$ cat src/sha256_stream_hash_core_macros.svh
// ---------------------------------------------------------------------------
// Assertion macros for the SHA-256 stream hash core
// ---------------------------------------------------------------------------
`ifndef SHA256_STREAM_HASH_CORE_MACROS_SVH
`define SHA256_STREAM_HASH_CORE_MACROS_SVH

// implication checked on every clock edge outside reset
`define SHC_ASSERT_IMPL(lbl, clk, rst_n, ante, cons) \
	lbl: assert property (@(posedge clk) disable iff (!rst_n) (ante) |-> (cons)) \
		else $error("assertion failed");

// condition that holds at every clock edge outside reset
`define SHC_ASSERT_ALWAYS(lbl, clk, rst_n, cond) \
	lbl: assert property (@(posedge clk) disable iff (!rst_n) (cond)) \
		else $error("assertion failed");

// implication whose consequent is checked in the cycle after the antecedent
`define SHC_ASSERT_NEXT(lbl, clk, rst_n, ante, cons) \
	lbl: assert property (@(posedge clk) disable iff (!rst_n) (ante) |=> (cons)) \
		else $error("assertion failed");

`endif

$ cat src/shash_pkg.sv
// ---------------------------------------------------------------------------
// shash_pkg
// Types, constants and functions shared by the SHA-256 stream hash core.
// ---------------------------------------------------------------------------
`default_nettype none
package shash_pkg;

	localparam logic [7:0] PAD_BYTE  = 8'h80;
	localparam int unsigned LEN_POS  = 56;
	localparam int unsigned ROUNDS   = 64;

	localparam logic [31:0] ROUND_K [64] = '{
		32'h428a2f98, 32'h71374491, 32'hb5c0fbcf, 32'he9b5dba5,
		32'h3956c25b, 32'h59f111f1, 32'h923f82a4, 32'hab1c5ed5,
		32'hd807aa98, 32'h12835b01, 32'h243185be, 32'h550c7dc3,
		32'h72be5d74, 32'h80deb1fe, 32'h9bdc06a7, 32'hc19bf174,
		32'he49b69c1, 32'hefbe4786, 32'h0fc19dc6, 32'h240ca1cc,
		32'h2de92c6f, 32'h4a7484aa, 32'h5cb0a9dc, 32'h76f988da,
		32'h983e5152, 32'ha831c66d, 32'hb00327c8, 32'hbf597fc7,
		32'hc6e00bf3, 32'hd5a79147, 32'h06ca6351, 32'h14292967,
		32'h27b70a85, 32'h2e1b2138, 32'h4d2c6dfc, 32'h53380d13,
		32'h650a7354, 32'h766a0abb, 32'h81c2c92e, 32'h92722c85,
		32'ha2bfe8a1, 32'ha81a664b, 32'hc24b8b70, 32'hc76c51a3,
		32'hd192e819, 32'hd6990624, 32'hf40e3585, 32'h106aa070,
		32'h19a4c116, 32'h1e376c08, 32'h2748774c, 32'h34b0bcb5,
		32'h391c0cb3, 32'h4ed8aa4a, 32'h5b9cca4f, 32'h682e6ff3,
		32'h748f82ee, 32'h78a5636f, 32'h84c87814, 32'h8cc70208,
		32'h90befffa, 32'ha4506ceb, 32'hbef9a3f7, 32'hc67178f2
	};

	localparam logic [31:0] INIT_HASH [8] = '{
		32'h6a09e667, 32'hbb67ae85, 32'h3c6ef372, 32'ha54ff53a,
		32'h510e527f, 32'h9b05688c, 32'h1f83d9ab, 32'h5be0cd19
	};

	typedef struct packed {
		logic [7:0] msg_byte;
		logic       byte_present;
		logic       end_of_message;
	} in_item_t;

	typedef struct packed {
		logic [31:0] digest_word;
		logic [2:0]  word_index;
		logic        last_word;
	} out_item_t;

	// byte source for a buffer write
	typedef enum logic [1:0] {
		WSRC_MSG  = 2'd0,
		WSRC_PAD  = 2'd1,
		WSRC_ZERO = 2'd2,
		WSRC_LEN  = 2'd3
	} wsrc_t;

	// controller to datapath
	typedef struct packed {
		logic        buf_wr;
		wsrc_t       wsrc;
		logic [5:0]  wr_addr;
		logic        count_add;
		logic        load_msg;
		logic        comp_start;
		logic        round_en;
		logic [5:0]  round;
		logic        comp_done;
		logic        init_hash;
		logic [2:0]  out_sel;
	} dp_cmd_t;

	// datapath to controller
	typedef struct packed {
		logic [5:0] load_idx;
	} dp_sts_t;

	function automatic logic [31:0] rotr(input logic [31:0] x, input int unsigned n);
		rotr = (x >> n) | (x << (32 - n));
	endfunction

endpackage
`default_nettype wire

$ cat src/shash_ctrl.sv
// ---------------------------------------------------------------------------
// shash_ctrl
// Sequencer for byte intake, padding, compression and digest output.
// ---------------------------------------------------------------------------
`default_nettype none
`include "sha256_stream_hash_core_macros.svh"
module shash_ctrl (
	input  wire logic               clk,
	input  wire logic               arst_n,
	input  wire logic               in_valid,
	output      logic               in_ready,
	input  wire shash_pkg::in_item_t in_item,
	output      logic               out_valid,
	input  wire logic               out_ready,
	output      logic [2:0]         out_idx,
	output      shash_pkg::dp_cmd_t  cmd,
	input  wire shash_pkg::dp_sts_t  sts
);
	typedef enum logic [2:0] {
		ST_IDLE, ST_LOAD, ST_ROUND, ST_DONE, ST_PAD, ST_OUT
	} state_t;

	state_t     state_q;
	logic [5:0] fill_q;
	logic [5:0] fill_nx;
	logic [5:0] round_q;
	logic       final_q;   // compressing a padded block
	logic       second_q;  // padded block needs a second block
	logic       pad_first_q;
	logic [2:0] oidx_q;
	logic [6:0] lcnt_q;
	logic       pend_end_q;
	logic       acc;

	assign in_ready  = (state_q == ST_IDLE);
	assign out_valid = (state_q == ST_OUT);
	assign out_idx   = oidx_q;

	assign acc     = in_valid && in_ready;
	assign fill_nx = fill_q + {5'd0, in_item.byte_present};

	always_comb begin
		cmd = '0;
		cmd.wsrc     = shash_pkg::WSRC_MSG;
		cmd.wr_addr  = fill_q;
		cmd.round    = round_q;
		cmd.out_sel  = oidx_q;
		case (state_q)
			ST_IDLE: begin
				cmd.buf_wr    = acc && in_item.byte_present;
				cmd.count_add = acc && in_item.byte_present;
			end
			ST_LOAD: begin
				cmd.load_msg   = (lcnt_q != 7'd64);
				cmd.comp_start = (lcnt_q == 7'd64);
			end
			ST_ROUND: cmd.round_en = 1'b1;
			ST_DONE:  cmd.comp_done = 1'b1;
			ST_PAD: begin
				cmd.buf_wr = 1'b1;
				if (pad_first_q) begin
					cmd.wsrc = shash_pkg::WSRC_PAD;
				end else if (fill_q >= 6'd56 && !second_q) begin
					cmd.wsrc = shash_pkg::WSRC_LEN;
				end else begin
					cmd.wsrc = shash_pkg::WSRC_ZERO;
				end
			end
			ST_OUT: cmd.init_hash = out_ready && oidx_q == 3'd7;
			default: ;
		endcase
	end

	// load: addresses 0..63 are read, words shift each byte in the cycle after
	// its read; the final byte enters with comp_start
	always_ff @(posedge clk or negedge arst_n) begin
		if (!arst_n) begin
			state_q     <= ST_IDLE;
			fill_q      <= '0;
			round_q     <= '0;
			final_q     <= 1'b0;
			second_q    <= 1'b0;
			pad_first_q <= 1'b0;
			oidx_q      <= '0;
			lcnt_q      <= '0;
			pend_end_q  <= 1'b0;
		end else begin
			case (state_q)
				ST_IDLE: begin
					if (acc) begin
						fill_q     <= fill_nx;
						pend_end_q <= in_item.end_of_message;
						if (in_item.byte_present && fill_q == 6'd63) begin
							state_q <= ST_LOAD;
							lcnt_q  <= '0;
						end else if (in_item.end_of_message) begin
							state_q     <= ST_PAD;
							pad_first_q <= 1'b1;
							second_q    <= (fill_nx >= 6'd56);
						end
					end
				end
				ST_PAD: begin
					pad_first_q <= 1'b0;
					fill_q      <= fill_q + 6'd1;
					if (fill_q == 6'd63) begin
						state_q <= ST_LOAD;
						lcnt_q  <= '0;
						final_q <= !second_q;
					end
				end
				ST_LOAD: begin
					lcnt_q <= lcnt_q + 7'd1;
					if (lcnt_q == 7'd64) begin
						state_q <= ST_ROUND;
						round_q <= '0;
					end
				end
				ST_ROUND: begin
					round_q <= round_q + 6'd1;
					if (round_q == 6'd63) begin
						state_q <= ST_DONE;
					end
				end
				ST_DONE: begin
					if (second_q) begin
						second_q <= 1'b0;
						state_q  <= ST_PAD;
					end else if (final_q) begin
						final_q <= 1'b0;
						state_q <= ST_OUT;
						oidx_q  <= '0;
					end else if (pend_end_q) begin
						state_q     <= ST_PAD;
						pad_first_q <= 1'b1;
					end else begin
						state_q <= ST_IDLE;
					end
				end
				ST_OUT: begin
					if (out_ready) begin
						oidx_q <= oidx_q + 3'd1;
						if (oidx_q == 3'd7) begin
							state_q    <= ST_IDLE;
							fill_q     <= '0;
							pend_end_q <= 1'b0;
						end
					end
				end
				default: state_q <= ST_IDLE;
			endcase
		end
	end

	`SHC_ASSERT_IMPL(a_ready_idle, clk, arst_n, in_ready, !out_valid)
	`SHC_ASSERT_NEXT(a_round_wrap, clk, arst_n, state_q == ST_ROUND && round_q == 6'd63, state_q == ST_DONE)
	`SHC_ASSERT_IMPL(a_out_fill, clk, arst_n, state_q == ST_OUT, fill_q == 6'd0)
endmodule
`default_nettype wire

$ cat config.mk
export PLATFORM = sky130hd
export DESIGN_NAME = shash_ctrl
export DESIGN_NICKNAME = d
export VERILOG_FILES = /design/src/shash_pkg.sv /design/src/shash_ctrl.sv
export VERILOG_INCLUDE_DIRS = /design/src /design/src/src
export SDC_FILE = /design/constraint.sdc
export NUM_CORES = 1
export LEC_CHECK = 0
export BUFFER_PORTS_ARGS = -buffer_cell sky130_fd_sc_hd__buf_2
export CAP_MARGIN = 25
export CORE_ASPECT_RATIO = 1.1
export CORE_UTILIZATION = 29
export DETAILED_ROUTE_END_ITERATION = 16
export MAX_ROUTING_LAYER = met4
export PLACE_DENSITY = 0.54
export SLEW_MARGIN = 20
export SYNTH_ARGS = -nofsm -noshare
export SYNTH_HDL_FRONTEND = slang
export SYNTH_SLANG_ARGS = --single-unit
export TNS_END_PERCENT = 20
$ cat constraint.sdc
create_clock -name clk -period 2.3 [get_ports clk]
set_input_delay 0.345 -clock clk [delete_from_list [all_inputs] [get_ports clk]]
set_output_delay 0.345 -clock clk [all_outputs]
set_load 0.05 [all_outputs]
# Word-level counts from Yosys, hierarchy flattened
# Cells that the tools add are included.
# W data, S select, Z words.
# op_classes
muxes,53
add_sub_neg,5
n_reduce_logical,24
magnitude_cmp,2
n_eq_ne,24
# op_table
cell,n
$mux W3,14
$mux W6,4
$mux W7,3
$pmux W7 S3,1
$reduce_and A4 Y1,5
$mux W1,19
$pmux W3 S6,1
$pmux W6 S3,1
$ne A2 B2 Y1 const B,8
$reduce_and A7 Y1,2
$add A6 B1 Y6 const B,2
$eq A6 B6 Y1 const B,2
$ge A6 B6 Y1 const B,2
$pmux W6 S2,1
$ne A2 B1 Y1 const B,5
$reduce_bool A2 Y1,5
$eq A3 B3 Y1 const B,3
$reduce_bool A3 Y1,3
$pmux W1 S2,4
$add A7 B1 Y7 const B,1
$eq A7 B7 Y1 const B,1
$ne A7 B7 Y1 const B,1
$add A6 B1 Y6,1
$eq A3 B2 Y1 const B,2
other kinds (11),17
# totals
ff_bits,29
inputBits,20
wordCells,117

# Depth between registers and ports, before layout
# logic_depth
depth_word,6
mapped_depth,8
mapped_depth_nobuf,7

# Worst setup path after synthesis
# Ideal clock, no wire load.
# synth_timing
kind,reg2out
from,register state_q[0]
to,output cmd[23] (netlist name)
path_stages_with_launch,5
arrival_time_ns,2.896
slack_ns,-0.941
n_path_buf,1
cell_sequence,dfrtp_1 > buf_6 > nor3_1 > and3_1 > nand2b_1
# synth_lines
item,line_no,rtl
start: declaration,shash_ctrl.sv:23,state_t state_q;
start signal: assignment,shash_ctrl.sv:78,state_q <= ST_IDLE;
start signal: assignment,shash_ctrl.sv:94,state_q <= ST_LOAD;
start signal: assignment,shash_ctrl.sv:97,state_q <= ST_PAD;
end: declaration,shash_ctrl.sv:16,"output shash_pkg::dp_cmd_t cmd,"

==> results.cfg <==
[critical_path]
crit_type = flip-flop to output port
ff2ff_setup_slack_ps = 240
crit_arrival_ps = 1820
critPathRequiredTime_ps = 1960
critPathLaunchType = flip-flop
crit_fanout = 11
critPathTopFamily = buffers and inverters
max_stage_delay_ps = 490
rr_endpoint = fill_q[2]$_DFFE_PN0P_
path_cells = buf_4 -> nand3b_2 -> inv_1 -> buf_2
worstRegToRegCells = 7
cp_slowest_cell = dfrtp_2
worstReg2RegStart = out_idx[0]$_DFFE_PN0P_
end_kind = output port
crit_buf_inv = 3

[synth]
synth_xor_area_share_pct = 0.893
synthTopCellsByArea = dfrtp_1, o21ai_0, nand2_1
syn_inst = 226
dominantRegCellSynth = dfrtp_1
synth_common_cells = nand2_1, dfrtp_1, o21ai_0
ys_async_sr_fraction_pct = 100
synthMuxAreaShare_pct = 1.66
synth_fa_ha_area_share_pct = 5.74
ys_seq_area_share_pct = 37.0
yosysTopAreaCell = dfrtp_1
synth_nets = 255
avgSynthCellArea_um2 = 8.68
synth_edf_count = 0
synth_compound_area_share_pct = 22.4
yosys.area_share.simple_pct = 25.6
ys_seq_elements = 29
yosysUniqueCellTypes = 48
synth_top_family_by_area = simple AND/OR/NAND/NOR gates
yosysTopAreaCellShare_pct = 37.0
synth_area_um2 = 1960
synth.most_common_cell = nand2_1
yosys_warnings = 0

[clock_tree]
clk_latency_ps = 290
clock_path_buffers = 2
cts_buffers = 5
path_clk_slew_ps = 70
cts_root_buf = clkbuf_8
cts_setup_buffers = 0
clock_sinks = 29
tritoncts = yes
h-tree-depth = 2

[placed_design]
routabilityCongestion = 0.794
dp.cells = 340
io_buffers = 34
hpwl_um = 3420

[timing]
setup_violations = 0
fin_setup_tns_ps = 0
skew_ps = 12.2
period_share_pct = 94.1
slew-limit-headroom_pct = 54.7
worst_pin_slew_ps = 680
finalCriticalPeriod_ps = 2160
slew_viol_final = 0
grt_setup_unrepaired = no
fmax_mhz = 462
finalHoldViolations = 0

[drt]
drt_wl_total_um = 4660
ant_nets = 0
first_iter_violations = 94
drtPass1Iterations = 4
detail_route.wl_per_cell_um = 13.4
vias = 1764
drc_errors = 0
routed_via_density = 5.07

[die]
num_rows = 31
start_util_pct = 29.9
die_x_um = 80.4
die_area_um2 = 7100
io_pins = 49
core_region_area_um2 = 6560
die_h_um = 88.3

[layout]
drive_above_1_share_pct = 27.4
final_cell_count_no_fill = 348
post-route-util_pct = 35.9
area_delta_synth_final_pct = 20.0
nets = 294
n_antenna_cell = 0

[power]
irDropWorstVdd_v = 0.000704
leakage_nw = 1.10
p_per_area_nw_per_um2 = 1380

[grt]
grt-ovfl-total = 0
grt_pass1_wl_um = 7820
grt_pass1_vias = 1642
grt_max_degree = 30
grtUsageTotal_pct = 14.6
antenna_found_initial = 0

[worst_hold_path]
holdCritPathClass = input pin to async pin

[status]
status = finished clean

[flow_run]
max-cap-violations = 0
[flip-flops by register name, indices dropped and copies added (netlist names)]
register,cells
second_q,1
pend_end_q,1
pad_first_q,1
final_q,1
state_q,3
fill_q,6
round_q,6
lcnt_q,7
out_idx,3
[cell type report]
cell class                 count  area [um^2]
clock buffer                   6         82.6
clock inverter                 2         37.5
fill                         683         4200
inverter                       9         38.8
multi-input combinational    176         1120
sequential                    29          727
tap                           82          103
timing repair buffer          44          245
[worst max-delay path by stage]
stage	from	endpoint	slack [ps]	cells after the start
final	state_q[2]$_DFFE_PN0P_	cmd[11]	140	4
after global routing	state_q[2]$_DFFE_PN0P_	cmd[21]	20	4
after CTS	state_q[2]$_DFFE_PN0P_	cmd[11]	80	4
after detailed placement	out_idx[0]$_DFFE_PN0P_	fill_q[2]$_DFFE_PN0P_	240	7
after global placement	out_idx[0]$_DFFE_PN0P_	fill_q[2]$_DFFE_PN0P_	260	7
after floorplan	fill_q[1]$_DFFE_PN0P_	state_q[2]$_DFFE_PN0P_	50	6
[placed cells by master, fill, tap and decap left out, drive strengths merged, types with 3 or more instances in the layout]
cell | synthesis | layout
a21oi | 10 | 10
a22o | 4 | 4
a31oi | 9 | 9
and2 | 6 | 6
and3 | 4 | 4
buf | 12 | 44
clkbuf | 0 | 6
dfrtp | 29 | 29
ha | 9 | 9
inv | 9 | 9
nand2 | 33 | 33
nand2b | 3 | 3
nand3 | 5 | 5
nand4 | 7 | 7
nor2 | 24 | 24
nor3 | 5 | 5
o21ai | 28 | 28
o31ai | 3 | 3
[kinds of logic (layout without fill, tap and decap cells)]
kind of cell             Yosys count  in the layout
AO/OA/AOI/OAI                     66             66
XOR/XNOR                           2              2
adder cells (fa/ha/maj)            9              9
buffers and inverters             21             61
flip-flops                        29             29
multiplexers                       3              3
AND/OR/NAND/NOR                   96             96
[timing repair]
action	in CTS	in global routing
hold buffers	0	0
cloned	0	0
setup endpoints to repair	2	4
resized for setup	1	1
[routing by layer]
layer / wire length [um] / GRT usage (%) / vias to the layer above
met4: 59 / 5.36 / 0
met1: 2310 / 20.0 / 828
met3: 182 / 2.37 / 5
li1: - / - / 893
met2: 2100 / 21.7 / 38
met5: 0 / - / -
[per-stage QoR]
stage | worst slack [ps] | hold slack [ps] | total power [W] | cell area [um^2]
after detailed placement | 245 | 430 | 0.00270 | 2230
after floorplan | 49.6 | 49.4 | 0.00232 | 1980
final | 136 | 88.7 | 0.00324 | 2350
after global placement | 256 | 429 | 0.00267 | 2230
after CTS | 83.5 | 120 | 0.00327 | 2350
after global routing | 20.3 | 152 | 0.00350 | 2350
[report_power, final]
group / switching (W) / internal (W)
combinational: 0.00121 / 0.000606
clock: 0.000212 / 0.000352
sequential: 0.000207 / 0.000650
total: 0.00163 / 0.00161
Power figures use the tool's default switching activity.
