--- config.mk ---
export PLATFORM = sky130hd
export DESIGN_NAME = shash_datapath
export DESIGN_NICKNAME = d
export VERILOG_FILES = /design/src/shash_pkg.sv /design/src/shash_datapath.sv
export VERILOG_INCLUDE_DIRS = /design/src /design/src/src
export SDC_FILE = /design/constraint.sdc
export NUM_CORES = 2
export LEC_CHECK = 0
export ABC_AREA = 1
export BUFFER_PORTS_ARGS = -buffer_cell sky130_fd_sc_hd__buf_2
export CORE_ASPECT_RATIO = 0.7
export CORE_UTILIZATION = 45
export DETAILED_ROUTE_END_ITERATION = 10
export PLACE_DENSITY_LB_ADDON = 0.15
export SKIP_CTS_REPAIR_TIMING = 1
export SYNTH_ARGS = -nofsm -noshare
export SYNTH_HDL_FRONTEND = slang
export SYNTH_SLANG_ARGS = --single-unit
--- constraint.sdc ---
create_clock -name clk -period 16.2 [get_ports clk]
set_input_delay 3.24 -clock clk [delete_from_list [all_inputs] [get_ports clk]]
set_output_delay 3.24 -clock clk [all_outputs]
set_load 0.05 [all_outputs]
--- src/sha256_stream_hash_core_macros.svh ---
// ---------------------------------------------------------------------------
// Assertion macros for the SHA-256 stream hash core
// ---------------------------------------------------------------------------
`ifndef SHA256_STREAM_HASH_CORE_MACROS_SVH
`define SHA256_STREAM_HASH_CORE_MACROS_SVH

// implication checked on every clock edge outside reset
`define SHC_ASSERT_IMPL(lbl, clk, rst_n, ante, cons) \
	lbl: assert property (@(posedge clk) disable iff (!rst_n) (ante) |-> (cons)) \
		else $error("assertion failed");

// condition that holds at every clock edge outside reset
`define SHC_ASSERT_ALWAYS(lbl, clk, rst_n, cond) \
	lbl: assert property (@(posedge clk) disable iff (!rst_n) (cond)) \
		else $error("assertion failed");

// implication whose consequent is checked in the cycle after the antecedent
`define SHC_ASSERT_NEXT(lbl, clk, rst_n, ante, cons) \
	lbl: assert property (@(posedge clk) disable iff (!rst_n) (ante) |=> (cons)) \
		else $error("assertion failed");

`endif

--- src/shash_pkg.sv ---
// ---------------------------------------------------------------------------
// shash_pkg
// Types, constants and functions shared by the SHA-256 stream hash core.
// ---------------------------------------------------------------------------
`default_nettype none
package shash_pkg;

	localparam logic [7:0] PAD_BYTE  = 8'h80;
	localparam int unsigned LEN_POS  = 56;
	localparam int unsigned ROUNDS   = 64;

	localparam logic [31:0] ROUND_K [64] = '{
		32'h428a2f98, 32'h71374491, 32'hb5c0fbcf, 32'he9b5dba5,
		32'h3956c25b, 32'h59f111f1, 32'h923f82a4, 32'hab1c5ed5,
		32'hd807aa98, 32'h12835b01, 32'h243185be, 32'h550c7dc3,
		32'h72be5d74, 32'h80deb1fe, 32'h9bdc06a7, 32'hc19bf174,
		32'he49b69c1, 32'hefbe4786, 32'h0fc19dc6, 32'h240ca1cc,
		32'h2de92c6f, 32'h4a7484aa, 32'h5cb0a9dc, 32'h76f988da,
		32'h983e5152, 32'ha831c66d, 32'hb00327c8, 32'hbf597fc7,
		32'hc6e00bf3, 32'hd5a79147, 32'h06ca6351, 32'h14292967,
		32'h27b70a85, 32'h2e1b2138, 32'h4d2c6dfc, 32'h53380d13,
		32'h650a7354, 32'h766a0abb, 32'h81c2c92e, 32'h92722c85,
		32'ha2bfe8a1, 32'ha81a664b, 32'hc24b8b70, 32'hc76c51a3,
		32'hd192e819, 32'hd6990624, 32'hf40e3585, 32'h106aa070,
		32'h19a4c116, 32'h1e376c08, 32'h2748774c, 32'h34b0bcb5,
		32'h391c0cb3, 32'h4ed8aa4a, 32'h5b9cca4f, 32'h682e6ff3,
		32'h748f82ee, 32'h78a5636f, 32'h84c87814, 32'h8cc70208,
		32'h90befffa, 32'ha4506ceb, 32'hbef9a3f7, 32'hc67178f2
	};

	localparam logic [31:0] INIT_HASH [8] = '{
		32'h6a09e667, 32'hbb67ae85, 32'h3c6ef372, 32'ha54ff53a,
		32'h510e527f, 32'h9b05688c, 32'h1f83d9ab, 32'h5be0cd19
	};

	typedef struct packed {
		logic [7:0] msg_byte;
		logic       byte_present;
		logic       end_of_message;
	} in_item_t;

	typedef struct packed {
		logic [31:0] digest_word;
		logic [2:0]  word_index;
		logic        last_word;
	} out_item_t;

	// byte source for a buffer write
	typedef enum logic [1:0] {
		WSRC_MSG  = 2'd0,
		WSRC_PAD  = 2'd1,
		WSRC_ZERO = 2'd2,
		WSRC_LEN  = 2'd3
	} wsrc_t;

	// controller to datapath
	typedef struct packed {
		logic        buf_wr;
		wsrc_t       wsrc;
		logic [5:0]  wr_addr;
		logic        count_add;
		logic        load_msg;
		logic        comp_start;
		logic        round_en;
		logic [5:0]  round;
		logic        comp_done;
		logic        init_hash;
		logic [2:0]  out_sel;
	} dp_cmd_t;

	// datapath to controller
	typedef struct packed {
		logic [5:0] load_idx;
	} dp_sts_t;

	function automatic logic [31:0] rotr(input logic [31:0] x, input int unsigned n);
		rotr = (x >> n) | (x << (32 - n));
	endfunction

endpackage
`default_nettype wire

--- src/shash_datapath.sv ---
// ---------------------------------------------------------------------------
// shash_datapath
// Block buffer, bit counter, message schedule, round logic and hash words.
// ---------------------------------------------------------------------------
`default_nettype none
`include "sha256_stream_hash_core_macros.svh"
module shash_datapath (
	input  wire logic              clk,
	input  wire logic              arst_n,
	input  wire shash_pkg::dp_cmd_t cmd,
	input  wire logic [7:0]        msg_byte,
	output      shash_pkg::dp_sts_t sts,
	output      logic [31:0]       hash_word
);
	logic [7:0]  buf_q [64];
	logic [63:0] bitcnt_q;
	logic [31:0] w_q [16];
	logic [31:0] h_q [8];
	logic [31:0] a_q, b_q, c_q, d_q, e_q, f_q, g_q, hh_q;
	logic [5:0]  lidx_q;
	logic [7:0]  rd_q;
	logic [7:0]  wr_byte;
	logic [31:0] w_cur, s0, s1, t1, t2, w_new;

	always_comb begin
		case (cmd.wsrc)
			shash_pkg::WSRC_MSG:  wr_byte = msg_byte;
			shash_pkg::WSRC_PAD:  wr_byte = shash_pkg::PAD_BYTE;
			shash_pkg::WSRC_ZERO: wr_byte = 8'h00;
			shash_pkg::WSRC_LEN:  wr_byte = bitcnt_q[8 * (7 - cmd.wr_addr[2:0]) +: 8];
			default:              wr_byte = 8'h00;
		endcase
	end

	// buffer: one write and one registered read per cycle
	always_ff @(posedge clk) begin
		if (cmd.buf_wr) begin
			buf_q[cmd.wr_addr] <= wr_byte;
		end
		rd_q <= buf_q[lidx_q];
	end

	always_ff @(posedge clk or negedge arst_n) begin
		if (!arst_n) begin
			bitcnt_q <= '0;
			lidx_q   <= '0;
		end else begin
			if (cmd.count_add) begin
				bitcnt_q <= bitcnt_q + 64'd8;
			end else if (cmd.init_hash) begin
				bitcnt_q <= '0;
			end
			if (cmd.load_msg) begin
				lidx_q <= lidx_q + 6'd1;
			end else begin
				lidx_q <= '0;
			end
		end
	end

	assign sts.load_idx = lidx_q;

	always_comb begin
		s0    = shash_pkg::rotr(w_q[1], 7) ^ shash_pkg::rotr(w_q[1], 18) ^ (w_q[1] >> 3);
		s1    = shash_pkg::rotr(w_q[14], 17) ^ shash_pkg::rotr(w_q[14], 19)
			^ (w_q[14] >> 10);
		w_new = s1 + w_q[9] + s0 + w_q[0];
		w_cur = (cmd.round < 6'd16) ? w_q[0] : w_new;
		t1 = hh_q + (shash_pkg::rotr(e_q, 6) ^ shash_pkg::rotr(e_q, 11)
			^ shash_pkg::rotr(e_q, 25)) + ((e_q & f_q) ^ (~e_q & g_q))
			+ shash_pkg::ROUND_K[cmd.round] + w_cur;
		t2 = (shash_pkg::rotr(a_q, 2) ^ shash_pkg::rotr(a_q, 13) ^ shash_pkg::rotr(a_q, 22))
			+ ((a_q & b_q) ^ (a_q & c_q) ^ (b_q & c_q));
	end

	// schedule window shifts one word per round; w_q[0] is the current word in rounds 0..15, w_new after
	always_ff @(posedge clk) begin
		if (cmd.load_msg && lidx_q != 6'd0) begin
			w_q[15] <= {w_q[15][23:0], rd_q};
			if (lidx_q[1:0] == 2'd1) begin
				for (int i = 0; i < 15; i++) begin
					w_q[i] <= w_q[i + 1];
				end
			end
		end else if (cmd.comp_start) begin
			w_q[15] <= {w_q[15][23:0], rd_q};
		end else if (cmd.round_en) begin
			for (int i = 0; i < 15; i++) begin
				w_q[i] <= w_q[i + 1];
			end
			w_q[15] <= w_cur;
		end
		if (cmd.comp_start) begin
			a_q <= h_q[0]; b_q <= h_q[1]; c_q <= h_q[2]; d_q <= h_q[3];
			e_q <= h_q[4]; f_q <= h_q[5]; g_q <= h_q[6]; hh_q <= h_q[7];
		end else if (cmd.round_en) begin
			hh_q <= g_q; g_q <= f_q; f_q <= e_q; e_q <= d_q + t1;
			d_q <= c_q; c_q <= b_q; b_q <= a_q; a_q <= t1 + t2;
		end
	end

	always_ff @(posedge clk or negedge arst_n) begin
		if (!arst_n) begin
			for (int i = 0; i < 8; i++) begin
				h_q[i] <= shash_pkg::INIT_HASH[i];
			end
		end else if (cmd.init_hash) begin
			for (int i = 0; i < 8; i++) begin
				h_q[i] <= shash_pkg::INIT_HASH[i];
			end
		end else if (cmd.comp_done) begin
			h_q[0] <= h_q[0] + a_q; h_q[1] <= h_q[1] + b_q;
			h_q[2] <= h_q[2] + c_q; h_q[3] <= h_q[3] + d_q;
			h_q[4] <= h_q[4] + e_q; h_q[5] <= h_q[5] + f_q;
			h_q[6] <= h_q[6] + g_q; h_q[7] <= h_q[7] + hh_q;
		end
	end

	assign hash_word = h_q[cmd.out_sel];

	`SHC_ASSERT_IMPL(a_no_wr_in_round, clk, arst_n, cmd.round_en, !cmd.buf_wr)
	`SHC_ASSERT_IMPL(a_no_init_in_round, clk, arst_n, cmd.round_en, !cmd.init_hash)
	`SHC_ASSERT_NEXT(a_init_hash, clk, arst_n, cmd.init_hash, h_q[0] == shash_pkg::INIT_HASH[0])
endmodule
`default_nettype wire

# Yosys cells after proc, flatten, opt, wreduce, memory -nomap -nowiden

Memories as Yosys holds them, arrays and structs flattened. A register that Yosys moved wholly into a read port is not among the register bits.
Cells that the tools add are included.

Eq/ne operators: 4
Reduce and logical (&&, ||, !) cells: 6
Add/subtract/negate cells: 21
Order comparisons: 3
Shifts and indexed selects: 1
Div/mod/pow operators: 0
Bitwise logic cells: 46
Muxes and demuxes: 59
Multiply operators: 0

Operator list:

| cell                                          | number |
|---|---|
| 2-to-1 mux 32 bit                             | 38 |
| adder 32 bit                                  | 18 |
| 2-to-1 mux 256 bit                            | 2 |
| bitwise XOR 32 bit                            | 9 |
| bitwise AND 32 bit                            | 5 |
| 2-to-1 mux 64 bit                             | 2 |
| binary-select mux 32 bit (select 3 bit)       | 1 |
| adder 64 x 4 -> 64 bit, second input constant | 1 |
| indexed part select 64 x 33 -> 8 bit          | 1 |
| NOT 32 bit                                    | 1 |
| bitwise OR 10 x 32 -> 32 bit                  | 1 |
| bitwise OR 13 x 32 -> 32 bit                  | 1 |
| bitwise OR 14 x 32 -> 32 bit                  | 1 |
| bitwise OR 15 x 32 -> 32 bit                  | 1 |
| bitwise OR 19 x 32 -> 32 bit                  | 1 |
| bitwise OR 21 x 32 -> 32 bit                  | 1 |
| bitwise OR 25 x 32 -> 32 bit                  | 1 |
| bitwise OR 26 x 32 -> 32 bit                  | 1 |
| bitwise OR 30 x 32 -> 32 bit                  | 1 |
| bitwise OR 7 x 32 -> 32 bit                   | 1 |
| case mux 8 bit (4 select lines)               | 1 |
| bitwise XOR 32 x 22 -> 32 bit                 | 1 |
| bitwise XOR 32 x 29 -> 32 bit                 | 1 |
| bitwise OR 1 bit                              | 17 |
| 15 further kinds                              | 32 |

Logic and storage cells: 161
Input bits: 34
ROM bits: 2048
Output and inout bits: 38
Register bits: 582
Bits in latches: 0
Memories kept: 3
RAM bits: 1024

Memories:

| memory          | depth | bits a word | rd ports | clocked after Yosys merged registers in | write ports | line                 | RTL |
|---|---|---|---|---|---|---|---|
| (no name shown) | 64    | 32          | 1        | 0                                       | 0           | shash_datapath.sv:71 | `+ shash_pkg::ROUND_K[cmd.round] + w_cur;` |
| buf_q           | 64    | 8           | 1        | 1                                       | 1           | shash_datapath.sv:15 | `logic [7:0] buf_q [64];` |
| w_q             | 16    | 32          | 16       | 0                                       | 16          | shash_datapath.sv:17 | `logic [31:0] w_q [16];` |

# Logic depth before layout (Yosys ltp)

Depth after elaboration: 11
Mapped depth: 51
Depth with buffers taken out: 51

# Worst setup path before layout

Ideal clock, no wire load.

Kind: input port to flip-flop
Start point: in cmd[12] (netlist bit)
End point: mem w_q[0][0], enable pin
Stages on the path: 5
Path slack: 1028 ps
Library setup time: 3419 ps
Required time: 12781 ps
Buffers on the path: 2
Arrival time: 11753 ps
Path through: inv_1 -> nand3_1 -> clkbuf_1 -> clkbuf_1 -> nand2_1

RTL lines:

| what        | line                 | RTL |
|---|---|---|
| from (decl) | shash_datapath.sv:10 | `input wire shash_pkg::dp_cmd_t cmd,` |
| to (decl)   | shash_datapath.sv:17 |  |

# Final worst setup path

Start point: in cmd[10] (netlist bit)
End point: reg a_q[31], data pin

Cells in the longest elaborated chain, start to end: 9
Elaborated cells on any way between the ends: 11
Those cells by class: add/sub (3); order compare (1); mux (5); bitwise (1); memory (1)

RTL lines:

| what                                                 | line                 | RTL |
|---|---|---|
| NOT 6 -> 7 bit (implied by the code)                 | shash_datapath.sv:71 |  |
| memory (64 x 32 bit)                                 | -                    |  |
| 2-to-1 mux 32 bit (implied by the code) (2 in a row) | shash_datapath.sv:71 |  |
| adder 32 bit                                         | shash_datapath.sv:71 |  |
| adder 32 bit *                                       | shash_datapath.sv:71 |  |
| adder 32 bit *                                       | shash_datapath.sv:98 | `d_q <= c_q; c_q <= b_q; b_q <= a_q; a_q <= t1 + t2;` |
| 2-to-1 mux 32 bit *                                  | shash_datapath.sv:96 | `end else if (cmd.round_en) begin` |
| 2-to-1 mux 32 bit *                                  | shash_datapath.sv:93 | `if (cmd.comp_start) begin` |
| to (signal assigned)                                 | shash_datapath.sv:94 | `a_q <= h_q[0]; b_q <= h_q[1]; c_q <= h_q[2]; d_q <= h_q[3];` |
| to (signal assigned)                                 | shash_datapath.sv:98 |  |
| to (decl)                                            | shash_datapath.sv:19 | `logic [31:0] a_q, b_q, c_q, d_q, e_q, f_q, g_q, hh_q;` |

Mark *: on every way between the ends. The rest lies on a longest branch, timed or not. The select of a mux whose other input is x is not followed.
A chain may end at the register's enable or synchronous reset.

==> impl_metrics.env <==
export IMPL_worst_hold_slack_ns=0.351
export IMPL_worstPathArrival_ns=11.46
export IMPL_synth_seq_cells=1611
export IMPL_die_x_um=548
export IMPL_failed_checks="max-capacitance violations, max-slew violations"
export IMPL_yosys_most_used_dff="sky130_fd_sc_hd__edfxtp_1"
export IMPL_die_area_mm2=0.210
export IMPL_timing_fmax_ghz=0.0917
export IMPL_grt_start_max_net_pins=181
export IMPL_pin_count=72
export IMPL_synth_instances=10000
export IMPL_synth_async_sr_flop_share_pct=20.0
export IMPL_cts_made_buffers=169
export IMPL_slew_violations=4
export IMPL_grt_total_usage_pct=34.8
export IMPL_die_h_um=384
export IMPL_clkTransAtPathRegs_ns=0.06
export IMPL_synth_edf_count=1280
export IMPL_synth_area_per_cell_um2=9.36
export IMPL_result_of_the_run="complete, but fails checks"
export IMPL_wl_per_cell_um=28.8
export IMPL_mostFrequentLayoutCells="1670 x sky130_fd_sc_hd__nand2_1, 1403 x sky130_fd_sc_hd__inv_1, 1280 x sky130_fd_sc_hd__edfxtp_1"
export IMPL_cp_slowest_cell="sky130_fd_sc_hd__xor2_1"
export IMPL_multi_input_area_mm2=0.0404
export IMPL_number_of_hold_violations_in_the_final_report=0
export IMPL_cts_htree_levels=4
export IMPL_layout_cells_most_common="sky130_fd_sc_hd__nand2_1"
export IMPL_layout_area_overhead_vs_synth_pct=9.46
export IMPL_drtAntennaViolNets=0
export IMPL_grt_overflow=0
export IMPL_rsz0062_at_grt="no"
export IMPL_fillers=19400
export IMPL_final_nets=10700
export IMPL_drt_pass1_iterations=7
export IMPL_synth_lib_cells_used_distinct=79
export IMPL_initialDrtViolationCount=10600
export IMPL_final_setup_tns_ns=0
export IMPL_max_slew_margin_pct=-13.9
export IMPL_grt_pass1_vias=71400
export IMPL_cts_root_buffer_cell="sky130_fd_sc_hd__clkbuf_16"
export IMPL_drc=0
export IMPL_timing_critical_path_buf_inv=8
export IMPL_floorplan_initialDensity_pct=45.5
export IMPL_detailed_place_hpwl_um=282000
export IMPL_final_period_minus_worst_setup_slack_ns=10.90
export IMPL_critPathMostFrequentCell="sky130_fd_sc_hd__nand2_1"
export IMPL_crit_family="adder cells"
export IMPL_path_max_fanout=62
export IMPL_io_buffers=71
export IMPL_placementRows=139
export IMPL_tritoncts="built"
export IMPL_number_of_antenna_violations_at_the_first_check_in_global_routing=29
export IMPL_synth_area_mm2=0.0938
export IMPL_routed_via_density=6.00
export IMPL_clk_insertion_delay_late_ns=0.87
export IMPL_gpl_final_weighted_congestion=1.06
export IMPL_hold_class="flop to flop"
export IMPL_final_layout_size_suffix_gt1_share_pct=6.74
export IMPL_register_cell_area_after_layout_mm2=0.0469
export IMPL_place_area_mm2=0.0973
export IMPL_reg2reg_slack_ns=5.41
export IMPL_grt_first_pass_wirelength_um=527000
export IMPL_start_kind="primary input"
export IMPL_fin_worst_skew_ns=0.0776
export IMPL_finalCritPeriodShare_pct=67.3
export IMPL_tightestPinTransition_ns=1.69
export IMPL_yosysWarnings=0
export IMPL_report_final_setup_viol=0
export IMPL_drt_wl_total_um=372000
export IMPL_crit_path_max_incr_delay_ns=0.54
export IMPL_clock_sinks=1611
export IMPL_drv_max_cap_violation_count=2
export IMPL_finalInstanceArea_mm2=0.103
export IMPL_synthesis_nets=10700
export IMPL_dr_total_vias=77500
export IMPL_worstSetupEndpointType="flop"
export IMPL_core_area_mm2=0.206
export IMPL_clock_path_buffers=4
export IMPL_synth_seq_area_share_pct=49.9
export IMPL_criticalPathCategory="primary input to flop"
export IMPL_worst_ep_required_time_ns=16.76
logic make-up (layout without fill, tap and decap cells):
kind of cell             after synthesis  after routing  synth area share, %
AND/OR/NAND/NOR                     2916           2916                 13.0
other                                  0              4                    0
adder cells (fa/ha/maj)              606            606                 9.65
XOR/XNOR                             412            412                 3.85
buffers and inverters               1774           1910                 7.13
AO/OA/AOI/OAI                       2685           2685                 16.2
flip-flops                          1611           1611                 49.9
multiplexers                          15             15                0.160
cells in the mapped netlist (18+ instances only):
cell	count	area (µm²)
sky130_fd_sc_hd__xor2_1	227	1990
sky130_fd_sc_hd__ha_1	407	5090
sky130_fd_sc_hd__clkbuf_1	297	1110
sky130_fd_sc_hd__nand4_1	78	488
sky130_fd_sc_hd__inv_1	1407	5280
sky130_fd_sc_hd__nand3_1	334	1670
sky130_fd_sc_hd__buf_1	33	124
sky130_fd_sc_hd__nor3_1	136	681
sky130_fd_sc_hd__edfxtp_1	1280	38400
sky130_fd_sc_hd__nand2_1	1674	6280
sky130_fd_sc_hd__o31ai_1	18	135
sky130_fd_sc_hd__a21oi_1	939	4700
sky130_fd_sc_hd__o211ai_1	25	188
sky130_fd_sc_hd__o21ai_0	998	4990
sky130_fd_sc_hd__o22ai_1	133	832
sky130_fd_sc_hd__o21ai_1	50	250
sky130_fd_sc_hd__fa_1	197	3940
sky130_fd_sc_hd__nor4_1	19	119
sky130_fd_sc_hd__xnor2_1	185	1620
sky130_fd_sc_hd__or2_2	46	288
sky130_fd_sc_hd__a221oi_1	44	385
sky130_fd_sc_hd__o21a_1	26	195
sky130_fd_sc_hd__dfstp_2	136	3570
sky130_fd_sc_hd__o21bai_1	58	435
sky130_fd_sc_hd__nor2_1	562	2110
sky130_fd_sc_hd__o221ai_1	142	1240
sky130_fd_sc_hd__a31oi_1	82	513
sky130_fd_sc_hd__a21o_1	71	533
sky130_fd_sc_hd__dfrtp_1	187	4680
worst reg2reg max path, delay by kind of cell (launching register included):
kind,cells,cell delay [ns]
buffers and inverters,11,0.86
and+or+nand+nor,9,1.62
xor gates and xnor gates,4,1.32
AOI/OAI and AO/OA,9,1.95
DFF,1,0.65
adders and majority gates,9,4.09
sequential cells by signal (all words and copies together), names as in the netlist:
| signal | cells |
|---|---|
| w_q | 512 |
| c_q | 32 |
| f_q | 32 |
| a_q | 32 |
| h_q | 256 |
| hh_q | 32 |
| sts | 6 |
| d_q | 32 |
| bitcnt_q | 61 |
| rd_q | 8 |
| e_q | 32 |
| b_q | 32 |
| buf_q | 512 |
| g_q | 32 |
area by class of cell:
type	instances	share of cell area, %
Antenna cell	4	0.00975
Inverter	1431	5.25
Tap cell	2749	3.35
Multi-Input combinational cell	6634	39.4
Clock inverter	92	0.846
Sequential cell	1611	45.6
Timing Repair Buffer	175	1.18
Clock buffer	212	4.34
routing by layer:
layer  GRT usage [%]  vias up  wire length [µm]
li1                -    34600                 -
met1            54.7    38200            172000
met2            44.4     4241            139000
met3            12.8      474             52400
met4            7.34       16              8680
met5               0        -               106
path summary, 6_finish.rpt:
check	from	end	cells after the start
max	cmd[10]	a_q[31]$_DFFE_PP_	35
min	w_q[0][423]$_DFFE_PP_	w_q[0][391]$_DFFE_PP_	0
max reg2reg	w_q[0][474]$_DFFE_PP_	a_q[22]$_DFFE_PP_	42
min reg2reg	w_q[0][423]$_DFFE_PP_	w_q[0][391]$_DFFE_PP_	0
max in group asynchronous	arst_n	bitcnt_q[54]$_DFFE_PN0P_	4
min in group asynchronous	arst_n	h_q[191]$_DFFE_PN0P_	1
through the flow:
| step | std cells | util, % | setup WS [ns] |
|---|---|---|---|
| finish | 12900 | 49.8 | 5.30 |
| global route | 12900 | 49.8 | 4.82 |
| CTS | 12900 | 49.8 | 5.48 |
| detailed placement | 12600 | 47.2 | 4.65 |
| global placement | 12600 | 47.2 | 4.63 |
| floorplan | 10000 | - | 1.03 |
Power is not shown: default switching activity piles up to over one toggle a cycle in this logic, so the estimate is an artifact.
